### config.mk
export PLATFORM = sky130hd
export DESIGN_NAME = atrf_ctrl
export DESIGN_NICKNAME = d
export VERILOG_FILES = /design/src/design/atrf_pkg.sv /design/src/design/atrf_ctrl.sv
export VERILOG_INCLUDE_DIRS = /design/src /design/src/design
export SDC_FILE = /design/constraint.sdc
export NUM_CORES = 1
export LEC_CHECK = 0
export BUFFER_PORTS_ARGS = -buffer_cell sky130_fd_sc_hd__buf_2
export CORE_AREA = 2 2 39 41
export CTS_CLUSTER_DIAMETER = 80
export DETAILED_ROUTE_END_ITERATION = 10
export DIE_AREA = 0 0 41 43
export GPL_TIMING_DRIVEN = 0
export REMOVE_ABC_BUFFERS = 1
export SLEW_MARGIN = 20
export SYNTH_ARGS = -nofsm -noshare
export SYNTH_HDL_FRONTEND = slang
export SYNTH_SLANG_ARGS = --single-unit
### constraint.sdc
create_clock -name i_clk -period 4.03 [get_ports i_clk]
set_clock_uncertainty 0.05 [all_clocks]
set_input_delay 0.403 -clock i_clk [delete_from_list [all_inputs] [get_ports i_clk]]
set_output_delay 0.403 -clock i_clk [all_outputs]
set_load 0.01 [all_outputs]
### src/design/approx_tandem_repeat_finder_assert.svh
// Assertion macros shared by the tandem repeat finder modules.
// Depends on nothing; included by the controller and the datapath.
// Setting ASSERT_OFF turns every macro into an empty body.
`ifndef APPROX_TANDEM_REPEAT_FINDER_ASSERT_SVH
`define APPROX_TANDEM_REPEAT_FINDER_ASSERT_SVH
`ifndef ASSERT_OFF
// The consequent must hold in the same cycle as the antecedent.
`define ATRF_ASSERT_IMPL(label, clk, rst_n, ante, cons, msg) \
    label: assert property (@(posedge clk) disable iff (!(rst_n)) (ante) |-> (cons)) \
        else $error(msg);
// The consequent must hold in the cycle after the antecedent.
`define ATRF_ASSERT_NEXT(label, clk, rst_n, ante, cons, msg) \
    label: assert property (@(posedge clk) disable iff (!(rst_n)) (ante) |=> (cons)) \
        else $error(msg);
`else
`define ATRF_ASSERT_IMPL(label, clk, rst_n, ante, cons, msg)
`define ATRF_ASSERT_NEXT(label, clk, rst_n, ante, cons, msg)
`endif
`endif

### src/design/atrf_pkg.sv
// Shared constants, register indexes and controller/datapath interface types
// for the approximate tandem repeat finder. Depends on nothing.
package atrf_pkg;

    // Field widths of the ports.
    localparam int CHAR_W     = 8;
    localparam int LEN_W      = 10;
    localparam int PER_W      = 3;
    localparam int UNIT_BYTES = 6;
    localparam int UNIT_W     = UNIT_BYTES * CHAR_W;
    localparam int LEN_SAT    = 1023;

    // Configuration port.
    localparam int CFG_IDX_W  = 2;
    localparam int CFG_DATA_W = 3;
    localparam int MISS_W     = CFG_DATA_W + 1;

    localparam logic [CFG_IDX_W-1:0] CFG_MAX_PERIOD     = 2'd0;
    localparam logic [CFG_IDX_W-1:0] CFG_MISMATCH_LIMIT = 2'd1;

    localparam logic [CFG_DATA_W-1:0] RST_MAX_PERIOD     = 3'd6;
    localparam logic [CFG_DATA_W-1:0] RST_MISMATCH_LIMIT = 3'd1;

    // Default sizing.
    localparam int DEF_MAX_LEN    = 1024;
    localparam int DEF_MAX_PERIOD = 6;

    // Commands from the controller to the datapath.
    typedef struct packed {
        logic load_wr;
        logic search_init;
        logic next_start;
        logic pair_begin;
        logic issue_unit;
        logic issue_cmp;
        logic pair_end;
        logic report;
    } t_dp_cmd;

    // Status from the datapath to the controller.
    typedef struct packed {
        logic search_end;
        logic pair_skip;
        logic last_j;
        logic copy_start;
        logic copy_fits;
        logic abort;
        logic rd_busy;
    } t_dp_status;

endpackage

### src/design/atrf_ctrl.sv
// Controller state machine of the tandem repeat finder: load, search sequencing
// and result hand-off. Depends on atrf_pkg and the assertion macro header.
`include "approx_tandem_repeat_finder_assert.svh"
module atrf_ctrl
    import atrf_pkg::*;
(
    input  logic       i_clk,
    input  logic       i_rst_n,
    input  logic       i_in_valid,
    input  logic       i_last_char,
    output logic       o_in_ready,
    output logic       o_out_valid,
    input  logic       i_out_ready,
    input  t_dp_status i_status,
    output t_dp_cmd    o_cmd
);

    typedef enum logic [2:0] {
        S_LOAD,
        S_PAIR,
        S_UNIT,
        S_WALK,
        S_DRAIN,
        S_DONE
    } t_state;

    t_state  r_state;
    t_state  n_state;
    logic    r_out_valid;
    t_dp_cmd n_cmd;

    // Next state and command decode.
    always_comb begin
        n_state = r_state;
        n_cmd   = '0;
        case (r_state)
            S_LOAD: begin
                if (i_in_valid) begin
                    n_cmd.load_wr = 1'b1;
                    if (i_last_char) begin
                        n_cmd.search_init = 1'b1;
                        n_state           = S_PAIR;
                    end
                end
            end
            S_PAIR: begin
                if (i_status.search_end) begin
                    n_state = S_DONE;
                end else if (i_status.pair_skip) begin
                    n_cmd.next_start = 1'b1;
                end else begin
                    n_cmd.pair_begin = 1'b1;
                    n_state          = S_UNIT;
                end
            end
            S_UNIT: begin
                n_cmd.issue_unit = 1'b1;
                if (i_status.last_j) begin
                    n_state = S_WALK;
                end
            end
            S_WALK: begin
                // Stop on too many mismatches or when the next copy would reach the end.
                if (i_status.abort) begin
                    n_state = S_DRAIN;
                end else if (i_status.copy_start && !i_status.copy_fits) begin
                    n_state = S_DRAIN;
                end else begin
                    n_cmd.issue_cmp = 1'b1;
                end
            end
            S_DRAIN: begin
                if (!i_status.rd_busy) begin
                    n_cmd.pair_end = 1'b1;
                    n_state        = S_PAIR;
                end
            end
            S_DONE: begin
                if (!r_out_valid || i_out_ready) begin
                    n_cmd.report = 1'b1;
                    n_state      = S_LOAD;
                end
            end
            default: begin
                n_state = S_LOAD;
            end
        endcase
    end

    // State and result valid flag.
    always_ff @(posedge i_clk) begin
        if (!i_rst_n) begin
            r_state     <= S_LOAD;
            r_out_valid <= 1'b0;
        end else begin
            r_state <= n_state;
            if (n_cmd.report) begin
                r_out_valid <= 1'b1;
            end else if (i_out_ready) begin
                r_out_valid <= 1'b0;
            end
        end
    end

    assign o_in_ready  = (r_state == S_LOAD);
    assign o_out_valid = r_out_valid;
    assign o_cmd       = n_cmd;

    // At most one search command is given in any cycle.
    `ATRF_ASSERT_IMPL(a_ctrl_one_cmd, i_clk, i_rst_n, 1'b1,
        $onehot0({o_cmd.next_start, o_cmd.pair_begin, o_cmd.issue_unit,
                  o_cmd.issue_cmp, o_cmd.pair_end, o_cmd.report}),
        "controller issued two search commands at once")
    // A report is always followed by a valid result.
    `ATRF_ASSERT_NEXT(a_ctrl_report_valid, i_clk, i_rst_n, o_cmd.report, o_out_valid,
        "result not presented after report")
    // No memory read is issued while characters are being loaded.
    `ATRF_ASSERT_IMPL(a_ctrl_no_read_in_load, i_clk, i_rst_n, o_in_ready,
        !(o_cmd.issue_unit || o_cmd.issue_cmp), "memory read issued during load")

endmodule

# Word level (Yosys, flattened, before mapping)
# Cells that the tools add are included.
dict set report totals {
  ff_bits 4
  word_cells 48
}
dict set report classes {
  eq_ne 12
  n_mux 27
  n_reduce_logical 7
}
# op count
set ops {}
lappend ops {{3-bit 2-to-1 mux} 9}
lappend ops {{3-bit case mux with 6 select lines} 1}
lappend ops {{1-bit 2-to-1 mux} 13}
lappend ops {{2-bit inequality test (second input constant)} 5}
lappend ops {{2-bit 2-to-1 mux} 4}
lappend ops {{7-bit AND reduction} 1}
lappend ops {{3-bit by 2-bit == test with 1-bit output (second input constant)} 2}
lappend ops {{3-bit == test (second input constant)} 2}
lappend ops {{3-bit inequality test (second input constant)} 2}
lappend ops {{3-bit by 1-bit == test with 1-bit output (second input constant)} 1}
lappend ops {{3-bit logical NOT} 1}
lappend ops {{1-bit logical NOT} 2}
lappend ops {{2-bit nonzero test} 1}
lappend ops {{1-bit logical AND} 1}
lappend ops {{1-bit logical OR} 1}

# Logic depth before layout (Yosys ltp)
dict set report depth {
  ltp_word 5
  ltp_mapped 5
  depth_no_buf 4
}

# Worst setup path after synthesis
# OpenSTA, ideal clock, no wires.
dict set report synth_path {
  path_kind {register to output}
  from {register r_state[0]}
  to {output port o_cmd[6] (netlist name)}
  arrival_ps 1001
  t_required_ps 3577
  path_slack_ps 2576
  path_stages_with_launch 4
  path_buffers 1
  path_cell_list {dfxtp_1 buf_6 nor3_2 and3_1}
}
# element line_no
set synth_rtl {}
lappend synth_rtl {{from (decl)} atrf_ctrl.sv:27} ;# t_state r_state;
lappend synth_rtl {{from (signal assigned)} atrf_ctrl.sv:96} ;# r_state <= n_state;
lappend synth_rtl {{to (decl)} atrf_ctrl.sv:15} ;# output t_dp_cmd o_cmd

==> out/results.tsv <==
stage	metric	value	unit
status	outcome	completed	
synth	Avg Cell Area, Syn	10.1	sq um
pwr	cell leakage power	0.000228	uW
clocking	CTS sink count	4	
sta	Setup Total Neg Slack	0	ns
pwr	pwr dens	366	nW/um^2
routing	initial DRC count	1	
placed_design	dpl cells	73	
pwr	Worst VDD drop	0.114	mV
synth	multiplexer share of the synthesized area	0	%
setup_path	r2r endpoint	r_state[2]	
clocking	CTS buffer count	3	
min_path	worst min-delay path class	primary input to flip-flop	
routing	average routed wire per standard cell	10.5	um
floorplanning	# rows	14	
clocking	clk buf depth	2	
routing	drc violations	0	
synth	synthesized cell area	395	sq um
grt	vias in the first global route	311	
sta	final period demand of the worst path	1.90	ns
routing	DRT Pass-1 Iters	2	
setup_path	CP endpoint	o_cmd[2]	
synth	Post-Synth XOR/XNOR Area	0	%
finish	most common cell after layout, fill and taps aside	buf_2	
floorplanning	die area	1760	sq um
finish	antenna cell count	0	
synth	Yosys warnings	0	
routing	final WL	796	um
finish	Area Growth Syn to Fin	28.8	%
clocking	CTS tree	built	
floorplanning	CORE AREA	1380	sq um
setup_path	reg2reg path depth	4	
clocking	Worst-Skew Late Latency	0.23	ns
floorplanning	Starting Density	28.6	%
routing	DR vias	370	
synth	sequential area share after synthesis	20.3	%
setup_path	CP Launch Point	r_state[0]	
finish	most frequent cells in the layout	buf_2 (21), dfxtp_1 (4), nand2_1 (3), a21oi_1 (3), clkbuf_4 (3)	
floorplanning	Boundary Pins	22	
sta	Final WS setup	2.13	ns
routing	post-route antenna net violation count	0	
synth	simple-gate share of the synthesized area	47.8	%
synth	cell count after synthesis	39	
synth	post-synthesis compound-gate area fraction	21.5	%
clocking	# hold bufs at CTS	0	
clocking	clock-pin slew on the worst setup and hold paths	0.04	ns
setup_path	WP data arrival	1.44	ns
synth	synthesized flop and latch total	4	
synth	adder-cell share of the synthesized area	0	%
floorplanning	die width	41	um
grt	largest net degree at the start of global routing	13	
setup_path	reg2reg setup slack	2.36	ns
sta	Rel. slew slack	68.0	%
sta	Max Fclk	527	MHz
placed_design	PortBufs	21	
sta	Final Hold Violating Endpoints	0	
finish	Final Net Count	74	
sta	setup violators final	0	
clocking	cts repair resizes	0	
setup_path	Crit. End Element	primary output	
clocking	setup bufs post-CTS	0	
routing	DR vias/cell	4.87	
grt	All-Layer GR Usage	10.0	%
grt	grt ovf	0	
setup_path	largest fanout on the critical path	9	
grt	initial antenna violation count	0	
setup_path	Setup crit start kind	flip-flop	
finish	share of layout cells above drive strength 1	58.3	%
finish	Core Util, Final	36.8	%
floorplanning	Die Span Y	43	um
sta	slew at the pin closest to its max-slew limit	0.480	ns
sta	Tcrit/Tclk final	47.1	%
flow_run	total of max-cap violations	0	
sta	max-slew violations	0	
pwr	Total Power	186	uW
setup_path	critical path class	flip-flop to primary output	
placed_design	pre-CTS setup slack	2.37	ns
synth	largest family of logic cells by synthesized area	simple AND/OR/NAND/NOR gates	
setup_path	R2R Path Start	r_state[1]	
placed_design	gpl congestion	0.692	
placed_design	Detail Placement HPWL	640	um
clocking	Root Buffer	clkbuf_4	
finish	Non-Filler Instances	76	
grt	first-pass GRT wire length	1.21	mm
setup_path	Req. time, crit path	3.58	ns
synth	count of cell types in the netlist	24	
clocking	H-tree levels	1	
sta	unrepaired setup endpoints after global routing	no	
how the worst min path moves through the flow:
stage                      from     endpoint  cells past startpoint
global placement    o_out_valid  o_out_valid                      2
floorplan               i_rst_n   r_state[0]                      1
finish                  i_rst_n   r_state[1]                      2
detailed placement  o_out_valid  o_out_valid                      2
global route            i_rst_n   r_state[1]                      2
CTS                     i_rst_n   r_state[1]                      2
synthesized netlist by cell type:
cell type | instances | area [sq um]
dfxtp_1 | 4 | 80.1
a21oi_1 | 3 | 15.0
buf_6 | 3 | 33.8
nand2_1 | 3 | 11.3
inv_1 | 2 | 7.51
nor2_1 | 2 | 7.51
nor3b_1 | 2 | 15.0
nor4_1 | 2 | 12.5
nor4b_4 | 2 | 47.6
o221a_1 | 2 | 22.5
and2_1 | 1 | 6.26
and2b_2 | 1 | 8.76
and3_1 | 1 | 6.26
nand2b_4 | 1 | 13.8
nand3b_2 | 1 | 11.3
nor2b_1 | 1 | 6.26
nor3_2 | 1 | 10.0
nor4_2 | 1 | 12.5
o21bai_1 | 1 | 7.51
o2bb2ai_2 | 1 | 15.0
o311ai_0 | 1 | 8.76
o41ai_2 | 1 | 16.3
or2b_2 | 1 | 8.76
or3_4 | 1 | 11.3
worst max-delay path: stages (launching register included):
cell	delay (ns)
dfxtp_1	0.55
nand2b_4	0.14
nor4b_4	0.33
buf_2	0.19
metrics by stage:
stage	hold WS, ns	cell area, sq um
final	0.398	509
after floorplan	0.495	362
after detailed placement	0.532	487
after global placement	0.522	487
after CTS	0.386	509
after global routing	0.392	509
registers in the layout (all words and copies together) (netlist names):
signal and cells:
r_state 3, o_out_valid 1
report_power, final:
| group | switching [uW] | internal, uW | leakage (uW) |
|---|---|---|---|
| logic | 36.7 | 40.1 | 0.000182 |
| registers | 14.8 | 44.7 | 0.0000327 |
| clock network | 16.9 | 33.3 | 0.0000138 |
| total | 68.3 | 118 | 0.000228 |
routing by layer:
metal	part of all wire [%]	vias to the layer above	track usage, %
met5	0	-	0
li1	-	192	-
met3	7.0	0	3.14
met2	53	11	18.8
met4	0	0	4.00
met1	40	167	8.92
kinds of logic after synthesis:
family                 Yosys count
AO/OA/AOI/OAI                    9
buffers and inverters            5
AND/OR/NAND/NOR                 21
flip-flops                       4
final cells by class:
| cell class | count | area (sq um) |
|---|---|---|
| Timing Repair Buffer | 21 | 105 |
| Fill cell | 148 | 875 |
| Tap cell | 16 | 20.0 |
| Inverter | 2 | 7.51 |
| Sequential cell | 4 | 80.1 |
| Multi-Input combinational cell | 30 | 274 |
| Clock buffer | 3 | 22.5 |
Power figures use the tool's default switching activity.
